--- src/hw/rtl/eafr_pkg.sv ---
// shared types, constants and helpers of the escaped api frame receiver
package eafr_pkg;

    // frame store geometry
    localparam int STORE_DEPTH = 64;
    localparam int IDX_W       = $clog2(STORE_DEPTH);
    localparam int CNT_W       = IDX_W + 1;
    localparam int END_W       = 17;
    localparam int PAY_W       = 6;
    localparam int KIND_W      = 2;
    localparam int NUM_CODES   = 4;
    localparam int TYPE_IDX    = 2;

    // link control bytes
    localparam logic [7:0] ESC_BYTE   = 8'h7D;
    localparam logic [7:0] START_BYTE = 8'h7E;
    localparam logic [7:0] ESC_XOR    = 8'h20;
    localparam logic [7:0] XON_BYTE   = 8'h11;
    localparam logic [7:0] XOFF_BYTE  = 8'h13;
    localparam logic [7:0] SUM_GOOD   = 8'hFF;
    localparam logic [PAY_W-1:0] PAY_MAX = '1;

    // configuration register indexes
    typedef enum logic [7:0] {
        CFG_CODE_COMMAND_REPLY = 8'd0,
        CFG_CODE_SEND_STATUS   = 8'd1,
        CFG_CODE_RX_PLAIN      = 8'd2,
        CFG_CODE_RX_EXPLICIT   = 8'd3
    } cfg_index_t;

    // type code reset values, by kind
    localparam logic [7:0] CODE_RESET [NUM_CODES] = '{8'd136, 8'd139, 8'd144, 8'd145};

    // receive phase, one-hot
    typedef enum logic [5:0] {
        PH_HUNT   = 6'b000001,
        PH_LEN_HI = 6'b000010,
        PH_LEN_LO = 6'b000100,
        PH_DATA   = 6'b001000,
        PH_CHECK  = 6'b010000,
        PH_EMIT   = 6'b100000
    } phase_t;

    // decoded link byte from the unescape stage
    typedef struct packed {
        logic       swallow;   // escape marker, no data this transaction
        logic       resync;    // bare control byte or bad escape
        logic [7:0] data;
    } unesc_t;

    // end-of-frame offset (length + 2 minus payload size) by kind
    function automatic logic [END_W-1:0] size_offset(input logic [KIND_W-1:0] kind);
        logic [END_W-1:0] off;
        case (kind)
            2'd0:    off = END_W'(7);
            2'd1:    off = END_W'(9);
            2'd2:    off = END_W'(14);
            2'd3:    off = END_W'(20);
            default: off = END_W'(7);
        endcase
        return off;
    endfunction

endpackage

--- src/hw/rtl/escaped_api_frame_receiver.sv ---
// Escaped API frame receiver: one raw link byte per transaction on the s_ side.
// While a frame is being received s_tready stays high for every byte; the frame
// data goes into a 64-byte frame store (a synchronous RAM) from index 2 on.
// After a good checksum on a frame whose type matches one of the four code
// registers, s_tready drops and the stored bytes, type byte first, are read out
// of the store one per cycle while m_tready allows (the store has a single read
// port) and sent as a run closed by m_tlast, the input held off until the last
// read. Bad frames, unknown types, bare control bytes and overlong frames
// produce nothing; the store needs no clearing after reset. The user must write
// code registers through the cfg_ port only while idle, which is not enforced.
module escaped_api_frame_receiver import eafr_pkg::*; (
    input  logic        aclk,
    input  logic        aresetn,
    // input link bytes
    input  logic        s_tvalid,
    output logic        s_tready,
    input  logic [7:0]  s_tdata,     // [7:0] rx_byte
    // frame byte run
    output logic        m_tvalid,
    input  logic        m_tready,
    output logic [7:0]  m_tdata,     // [7:0] frame_byte
    output logic        m_tlast,     // last_byte
    output logic [7:0]  m_tuser,     // [1:0] frame_kind, [7:2] payload_size
    // configuration writes
    input  logic        cfg_valid,
    output logic        cfg_ready,
    input  logic [7:0]  cfg_index,
    input  logic [7:0]  cfg_data
);

    phase_t             phase_reg, phase_next, cur_phase;
    logic [END_W-1:0]   fe_reg, fe_next;
    logic [CNT_W-1:0]   wr_idx_reg, wr_idx_next;
    logic [7:0]         sum_reg, sum_next;
    logic [7:0]         type_reg, type_next;
    logic [KIND_W-1:0]  kind_reg, kind_next;
    logic [PAY_W-1:0]   pay_reg, pay_next;
    logic [CNT_W-1:0]   rd_addr_reg, rd_addr_next;
    logic               m_tvalid_reg, m_tvalid_next;
    logic               m_tlast_reg, m_tlast_next;
    logic [7:0]         m_tuser_reg, m_tuser_next;
    logic [7:0]         code_reg [NUM_CODES];

    logic               in_take;
    unesc_t             uo;
    logic               ram_we;
    logic               rd_issue;
    logic               rd_last;
    logic               match;
    logic [KIND_W-1:0]  match_kind;
    logic [END_W-1:0]   off;
    logic [END_W-1:0]   diff;
    logic [PAY_W-1:0]   pay_calc;

    assign s_tready  = (phase_reg != PH_EMIT);
    assign in_take   = s_tvalid && s_tready;
    assign cfg_ready = 1'b1;
    assign m_tvalid  = m_tvalid_reg;
    assign m_tlast   = m_tlast_reg;
    assign m_tuser   = m_tuser_reg;

    eafr_unesc u_unesc (
        .aclk    (aclk),
        .aresetn (aresetn),
        .take    (in_take),
        .raw     (s_tdata),
        .uo      (uo)
    );

    eafr_ram #(
        .WIDTH (8),
        .DEPTH (STORE_DEPTH)
    ) u_store (
        .aclk  (aclk),
        .we    (ram_we),
        .waddr (wr_idx_reg[IDX_W-1:0]),
        .wdata (uo.data),
        .re    (rd_issue),
        .raddr (rd_addr_reg[IDX_W-1:0]),
        .rdata (m_tdata)
    );

    // type match, lowest kind wins
    always_comb begin
        match      = 1'b0;
        match_kind = '0;
        for (int k = NUM_CODES - 1; k >= 0; k--) begin
            if (type_reg == code_reg[k]) begin
                match      = 1'b1;
                match_kind = KIND_W'(k);
            end
        end
    end

    // payload size, clamped at zero and saturated
    always_comb begin
        off  = size_offset(match_kind);
        diff = fe_reg - off;
        if (fe_reg <= off) begin
            pay_calc = '0;
        end else if (diff > END_W'(PAY_MAX)) begin
            pay_calc = PAY_MAX;
        end else begin
            pay_calc = diff[PAY_W-1:0];
        end
    end

    // receive and read-out sequencing
    always_comb begin
        phase_next    = phase_reg;
        fe_next       = fe_reg;
        wr_idx_next   = wr_idx_reg;
        sum_next      = sum_reg;
        type_next     = type_reg;
        kind_next     = kind_reg;
        pay_next      = pay_reg;
        rd_addr_next  = rd_addr_reg;
        m_tvalid_next = m_tvalid_reg;
        m_tlast_next  = m_tlast_reg;
        m_tuser_next  = m_tuser_reg;
        ram_we        = 1'b0;
        cur_phase     = phase_reg;
        rd_issue      = 1'b0;
        rd_last       = (rd_addr_reg + CNT_W'(1)) == wr_idx_reg;

        if (in_take && !uo.swallow) begin
            sum_next  = sum_reg + uo.data;
            cur_phase = uo.resync ? PH_HUNT : phase_reg;
            case (cur_phase)
                PH_LEN_HI: begin
                    fe_next    = {1'b0, uo.data, 8'h00};
                    phase_next = PH_LEN_LO;
                end
                PH_LEN_LO: begin
                    fe_next     = (fe_reg | END_W'(uo.data)) + END_W'(2);
                    wr_idx_next = CNT_W'(TYPE_IDX);
                    sum_next    = '0;
                    phase_next  = PH_DATA;
                end
                PH_DATA: begin
                    if (wr_idx_reg >= CNT_W'(STORE_DEPTH)) begin
                        phase_next = PH_HUNT;
                    end else begin
                        ram_we      = 1'b1;
                        wr_idx_next = wr_idx_reg + CNT_W'(1);
                        if (wr_idx_reg == CNT_W'(TYPE_IDX)) begin
                            type_next = uo.data;
                        end
                        if (END_W'(wr_idx_next) >= fe_reg) begin
                            phase_next = PH_CHECK;
                        end else if (wr_idx_next == CNT_W'(STORE_DEPTH)) begin
                            phase_next = PH_HUNT;
                        end
                    end
                end
                PH_CHECK: begin
                    phase_next = PH_HUNT;
                    if (sum_next == SUM_GOOD && match) begin
                        phase_next   = PH_EMIT;
                        kind_next    = match_kind;
                        pay_next     = pay_calc;
                        rd_addr_next = CNT_W'(TYPE_IDX);
                    end
                end
                default: begin
                    phase_next = PH_HUNT;
                    if (uo.data == START_BYTE) begin
                        phase_next = PH_LEN_HI;
                        fe_next    = '0;
                    end
                end
            endcase
        end

        // output register frees on a taken transaction
        if (m_tready) begin
            m_tvalid_next = 1'b0;
        end

        // read the next stored byte straight into the output stage
        if (phase_reg == PH_EMIT && (!m_tvalid_reg || m_tready)) begin
            rd_issue      = 1'b1;
            m_tvalid_next = 1'b1;
            m_tlast_next  = rd_last;
            m_tuser_next  = {pay_reg, kind_reg};
            rd_addr_next  = rd_addr_reg + CNT_W'(1);
            if (rd_last) begin
                phase_next = PH_HUNT;
            end
        end
    end

    // control state
    always_ff @(posedge aclk) begin
        if (!aresetn) begin
            phase_reg    <= PH_HUNT;
            fe_reg       <= '0;
            wr_idx_reg   <= '0;
            sum_reg      <= '0;
            m_tvalid_reg <= 1'b0;
        end else begin
            phase_reg    <= phase_next;
            fe_reg       <= fe_next;
            wr_idx_reg   <= wr_idx_next;
            sum_reg      <= sum_next;
            m_tvalid_reg <= m_tvalid_next;
        end
    end

    // payload side registers
    always_ff @(posedge aclk) begin
        type_reg    <= type_next;
        kind_reg    <= kind_next;
        pay_reg     <= pay_next;
        rd_addr_reg <= rd_addr_next;
        m_tlast_reg <= m_tlast_next;
        m_tuser_reg <= m_tuser_next;
    end

    // type code registers
    always_ff @(posedge aclk) begin
        if (!aresetn) begin
            for (int k = 0; k < NUM_CODES; k++) begin
                code_reg[k] <= CODE_RESET[k];
            end
        end else if (cfg_valid && cfg_ready) begin
            case (cfg_index)
                CFG_CODE_COMMAND_REPLY: code_reg[0] <= cfg_data;
                CFG_CODE_SEND_STATUS:   code_reg[1] <= cfg_data;
                CFG_CODE_RX_PLAIN:      code_reg[2] <= cfg_data;
                CFG_CODE_RX_EXPLICIT:   code_reg[3] <= cfg_data;
                default: ;
            endcase
        end
    end

    // the store is never written while it is being read out
    a_no_write_in_emit: assert property (@(posedge aclk) disable iff (!aresetn)
        ram_we |-> phase_reg != PH_EMIT)
        else $error("frame store written during read-out");

    // write index never runs past the store
    a_wr_idx_range: assert property (@(posedge aclk) disable iff (!aresetn)
        wr_idx_reg <= CNT_W'(STORE_DEPTH))
        else $error("write index beyond frame store");

    // read-out stays inside the bytes written for this frame
    a_rd_in_frame: assert property (@(posedge aclk) disable iff (!aresetn)
        phase_reg == PH_EMIT |-> rd_addr_reg < wr_idx_reg)
        else $error("read-out address past end of frame");

    // the last read ends the run and reopens the input
    a_last_ends_emit: assert property (@(posedge aclk) disable iff (!aresetn)
        rd_issue && rd_last |=> phase_reg == PH_HUNT && m_tlast)
        else $error("run did not end after its last byte");

endmodule

--- src/hw/rtl/eafr_ram.sv ---
// generic single-write, single-read ram with registered read data
module eafr_ram #(
    parameter int WIDTH = 8,
    parameter int DEPTH = 64
) (
    input  logic                     aclk,
    input  logic                     we,
    input  logic [$clog2(DEPTH)-1:0] waddr,
    input  logic [WIDTH-1:0]         wdata,
    input  logic                     re,
    input  logic [$clog2(DEPTH)-1:0] raddr,
    output logic [WIDTH-1:0]         rdata
);

    logic [WIDTH-1:0] mem [DEPTH];

    // write port
    always_ff @(posedge aclk) begin
        if (we) begin
            mem[waddr] <= wdata;
        end
    end

    // read port, data held until the next read
    always_ff @(posedge aclk) begin
        if (re) begin
            rdata <= mem[raddr];
        end
    end

endmodule

--- src/hw/rtl/eafr_unesc.sv ---
// link byte unescape stage with its pending-escape flag
module eafr_unesc import eafr_pkg::*; (
    input  logic       aclk,
    input  logic       aresetn,
    input  logic       take,
    input  logic [7:0] raw,
    output unesc_t     uo
);

    logic esc_pend_reg;
    logic esc_pend_next;
    logic [7:0] flipped;
    logic special;

    // unescape and classify the byte
    always_comb begin
        flipped = esc_pend_reg ? (raw ^ ESC_XOR) : raw;
        special = (flipped == XON_BYTE) || (flipped == XOFF_BYTE) ||
                  (flipped == ESC_BYTE) || (flipped == START_BYTE);
        uo.swallow = (raw == ESC_BYTE);
        if (special) begin
            uo.data   = flipped;
            uo.resync = !esc_pend_reg;
        end else begin
            uo.data   = raw;
            uo.resync = esc_pend_reg;
        end
    end

    // escape flag is set by the marker and cleared by any other byte
    always_comb begin
        esc_pend_next = esc_pend_reg;
        if (take) begin
            esc_pend_next = (raw == ESC_BYTE);
        end
    end

    always_ff @(posedge aclk) begin
        if (!aresetn) begin
            esc_pend_reg <= 1'b0;
        end else begin
            esc_pend_reg <= esc_pend_next;
        end
    end

endmodule

--- config.mk ---
export PLATFORM = sky130hd
export DESIGN_NAME = escaped_api_frame_receiver
export DESIGN_NICKNAME = d
export VERILOG_FILES = /design/src/hw/rtl/eafr_pkg.sv /design/src/hw/rtl/escaped_api_frame_receiver.sv /design/src/hw/rtl/eafr_ram.sv /design/src/hw/rtl/eafr_unesc.sv
export SDC_FILE = /design/constraint.sdc
export NUM_CORES = 1
export LEC_CHECK = 0
export BUFFER_PORTS_ARGS = -buffer_cell sky130_fd_sc_hd__buf_4
export CAP_MARGIN = 25
export CORE_ASPECT_RATIO = 1.25
export CORE_MARGIN = 10
export CORE_UTILIZATION = 50
export CTS_BUF_LIST = sky130_fd_sc_hd__clkbuf_4
export CTS_CLUSTER_DIAMETER = 50
export DETAILED_ROUTE_END_ITERATION = 16
export PLACE_DENSITY = 0.68
export SYNTH_ARGS = -nofsm -noshare
export SYNTH_HDL_FRONTEND = slang
export SYNTH_SLANG_ARGS = --single-unit
--- constraint.sdc ---
create_clock -name aclk -period 5.35 [get_ports aclk]
set_input_delay 0.2675 -clock aclk [delete_from_list [all_inputs] [get_ports aclk]]
set_output_delay 0.2675 -clock aclk [all_outputs]
set_load 0.03 [all_outputs]
==> impl_results.md <==
- Worst r2r path cells: 14
- Final Max Slew Viols: 0
- Power Internal: between 7000 and 8000 uW
- Min-Delay Path Class: in -> reg
- Largest register FFs: 512
- Layout Cells excl Fill: between 2,000 and 2,500
- Post-detailed-route wirelength per cell: approximately 25 um
- Synthesized instance count: about 1,500
- Max Root-Sink Buffers: 3
- Synthesized area divided by synthesized cell count: about 18 um2
- Total negative slack: 0 ns
- Slew at the pin closest to its max-slew limit: about 1.1 ns
- Critical Path End Type: flop
- Switching component of the power: between 2000 and 2500 uW
- Rel. slew slack: 27.9%
- Number of routed nets with antenna violations: 0
- Worst reg2reg path startpoint: type_reg[1]$_DFFE_PP_
- Outcome: complete, no violations
- Max-capacitance violation count: 0
- Part of the Yosys area used for sequential elements: between 60% and 70%
- Share of the cycle needed by the critical path after routing: 87.2%
- Hold WS: 0.0844 ns
- Cell area power density: approximately 320 nW/um2
- Achievable clock frequency: ~0.21 GHz
- Clock latency on the worst-skew pair: a little under 0.9 ns
- Max Clock Skew: 0.0559 ns
- Num Clock Sinks: approximately 620
- Launch point of the worst hold path: cfg_index[4]
- Arrival @ worst endpoint: 5.24 ns
- Unrepaired setup endpoints after global routing: no
- Remaining global-route overflow: 0
- Die width: between 200 and 250 um
- Root Buffer Master: sky130_fd_sc_hd__clkbuf_4
- Detailed-route vias per instance: 5.96
- Via count: approximately 15,000
- Cell count of the worst hold path: 4
- EDFF count, synth: approximately 580
- Most repeated cell in the gate-level netlist after synthesis: sky130_fd_sc_hd__edfxtp_1
- Main combinational cell family by area after synthesis: multiplexers
- Worst hold path endpoint: code_reg[0][3]$_SDFFCE_PN1P_
- Initial Util: 50.8%
- Share of Yosys cell area claimed by the top area cell type: 66.6%
- Critical path fanouts, max: 6
- Most instantiated cells after synthesis: 584 x sky130_fd_sc_hd__edfxtp_1, 168 x sky130_fd_sc_hd__mux4_2, 107 x sky130_fd_sc_hd__nor2_1
- Share of layout cells above drive strength 1: roughly 31%
- Share of power burned in registers: about 56%
- Kind of critical path: reg -> reg
- Global-route wire length before repair: between 90 and 100 mm
- Area of the core: between 50,000 and 60,000 um2
- Synth Warn #: 0
- Routability cong.: 0.835
- Distinct cell type count of the synthesized netlist: 81
- DP Wirelength: approximately 39 mm
- Parity-gate share of the synthesized area counting xor and xnor cells: 2.27%
- Fraction of power spent switching nets: 21.4%
- Die extent in y: around 280 um
- Number of buffers created by CTS: between 100 and 150
- Gate power share: under 10%
- Post-synth design cell area: between 20,000 and 30,000 um2
- Vias in the first global route: about 15,000
- Initial DRC count: between 1,000 and 1,500
- # placed instances: approximately 2,200
- Worst voltage drop across the vdd grid: 0.000145 V
- Final Hold Viols: 0
- Part of the power in the clock network: 40.8%
- TritonCTS clock tree: yes
- Cell accounting for the most synthesized area: sky130_fd_sc_hd__edfxtp_1
- Top post-synthesis cells by area: sky130_fd_sc_hd__edfxtp_1 67%, sky130_fd_sc_hd__mux4_2 14%, sky130_fd_sc_hd__dfxtp_1 3.0%
- Most used flip-flop cell after synthesis: sky130_fd_sc_hd__edfxtp_1
- Kind of start point of the critical path: flop
- Share of synthesized cell area in full adder, half adder and majority cells: approximately 1.5%
- Maximum number of pins on one net before global-route repair: 73
- Final WL: roughly 60 mm
- Min cycle time layout: roughly 4.7 ns
- Layout net count: between 1,500 and 2,000
- Total leakage power: roughly 0.0097 uW
- Synth async-reset ratio: 0%
- CP required: ~5.9 ns
- Buffers on Ports: 47
- Capture instance of the worst register-to-register path: pay_reg[0]$_SDFFCE_PP0P_
- Finish-stage setup viols: 0
- Area delta synth->final: 14.0%
- Clock edge transition at the registers on the reported setup and hold paths: around 0.070 ns
- # H-tree levels: 4
- First-pass detailed-route iteration total: 7
- All-layer global routing usage: between 10% and 20%
- Post-CTS repair timing setup buffer count: 0
- Complex-gate fraction of the synthesized area: under 10%
- Overall die area: 62,300 um2
- Antenna violations before repair: 2
- Post-route DRC: 0
- Simple-gate share of the synthesized area: ~6.3%
- Top-level I/O count: 49
- Number of nets in the synthesized netlist: 1,525
- Site Rows: 93
- Register-to-register setup slack: 0.68 ns
- Multiplexer fraction of the synthesized cell area: about 14%
- Synth Register Bits: between 600 and 700
-- critical path, stage by stage (launching register included) --
cell                       delay [ns]
sky130_fd_sc_hd__edfxtp_1        0.48
sky130_fd_sc_hd__xor2_1          0.20
sky130_fd_sc_hd__nor4_1          0.46
sky130_fd_sc_hd__nand2_1         0.16
sky130_fd_sc_hd__nand3_1         0.19
sky130_fd_sc_hd__inv_1           0.11
sky130_fd_sc_hd__ha_1            0.19
sky130_fd_sc_hd__nor2_1          0.22
sky130_fd_sc_hd__ha_1            0.30
sky130_fd_sc_hd__nor2b_1         0.16
sky130_fd_sc_hd__o31a_1          0.30
sky130_fd_sc_hd__or4_1           0.56
sky130_fd_sc_hd__or4b_1          0.50
sky130_fd_sc_hd__a211oi_2        0.41
sky130_fd_sc_hd__a21oi_1         0.14
-- layout make-up --
type / instances / area (um2)
fill: 3924 / 21800
sequential: 624 / 18300
multi-input combinational: 738 / 7550
clock buffer: 206 / 1550
timing repair buffer: 153 / 1250
tap: 665 / 832
clock inverter: 57 / 372
inverter: 26 / 97.6
antenna: 2 / 5.00
-- metal layers --
layer	vias to the layer above	wire, um	global-route usage (%)
li1	6494	-	-
met1	7568	24100	25.2
met2	565	31600	33.5
met3	104	3900	3.79
met4	0	1750	8.09
met5	-	0	0
-- timing repair --
item,in CTS,in global routing
resized for setup,0,0
hold buffers,24,0
hold endpoints to repair,202,0
-- cell families (layout without fill, tap and decap cells) --
group,Yosys count,count (layout)
AOI/OAI and AO/OA,145,145
xor gates and xnor gates,65,65
adders and majority gates,31,31
buffers and inverters,104,442
DFF,624,624
muxes,171,171
other,1,3
and+or+nand+nor,325,325
-- metrics by stage --
step | util [%] | instance area [um2] | total power (uW) | setup slack (ns)
floorplan | - | 26300 | 5580 | 1.29
detailed placement | 53.7 | 27800 | 5720 | 0.834
CTS | 57.9 | 30000 | 9580 | 0.781
finish | 57.9 | 30000 | 9490 | 0.684
global placement | 53.7 | 27800 | 5710 | 0.918
global route | 57.9 | 30000 | 9870 | 0.369
-- worst max path at each step --
stage | start | to | slack, ns | depth (start not counted)
global route | type_reg[1]$_DFFE_PP_ | pay_reg[0]$_SDFFCE_PP0P_ | 0.37 | 15
finish | type_reg[1]$_DFFE_PP_ | pay_reg[0]$_SDFFCE_PP0P_ | 0.68 | 14
floorplan | type_reg[1]$_DFFE_PP_ | pay_reg[0]$_SDFFCE_PP0P_ | 1.29 | 16
CTS | type_reg[1]$_DFFE_PP_ | pay_reg[0]$_SDFFCE_PP0P_ | 0.78 | 14
detailed placement | type_reg[1]$_DFFE_PP_ | pay_reg[4]$_SDFFCE_PP0P_ | 0.83 | 16
global placement | type_reg[1]$_DFFE_PP_ | pay_reg[4]$_SDFFCE_PP0P_ | 0.92 | 16
-- power by group through the flow --
stage	Combinational, uW	Clock [uW]	Sequential [uW]
3_5_place_dp	252	0	5460
3_3_place_gp	242	0	5460
4_1_cts	266	3960	5360
6_report	266	3870	5360
2_1_floorplan	119	0	5460
5_1_grt	289	4230	5350
-- placed cells by master (no fill, tap or decap), types with 8 or more instances in the layout --
cell,instances
sky130_fd_sc_hd__ha_1,28
sky130_fd_sc_hd__a31oi_1,8
sky130_fd_sc_hd__inv_1,26
sky130_fd_sc_hd__dlygate4sd3_1,24
sky130_fd_sc_hd__clkinv_1,33
sky130_fd_sc_hd__and2_1,24
sky130_fd_sc_hd__buf_4,126
sky130_fd_sc_hd__or4_1,8
sky130_fd_sc_hd__clkinv_2,14
sky130_fd_sc_hd__edfxtp_1,584
sky130_fd_sc_hd__xnor2_1,20
sky130_fd_sc_hd__a211oi_1,11
sky130_fd_sc_hd__nand4_1,10
sky130_fd_sc_hd__o21ai_0,12
sky130_fd_sc_hd__or3_1,22
sky130_fd_sc_hd__xor2_1,43
sky130_fd_sc_hd__nor4_1,15
sky130_fd_sc_hd__nand3_1,29
sky130_fd_sc_hd__clkbuf_4,206
sky130_fd_sc_hd__a21oi_1,37
sky130_fd_sc_hd__dfxtp_1,40
sky130_fd_sc_hd__mux4_2,168
sky130_fd_sc_hd__nand2_1,49
sky130_fd_sc_hd__nor3_1,12
sky130_fd_sc_hd__nor2_1,107
No activity file was read; power rests on OpenSTA's default activity.
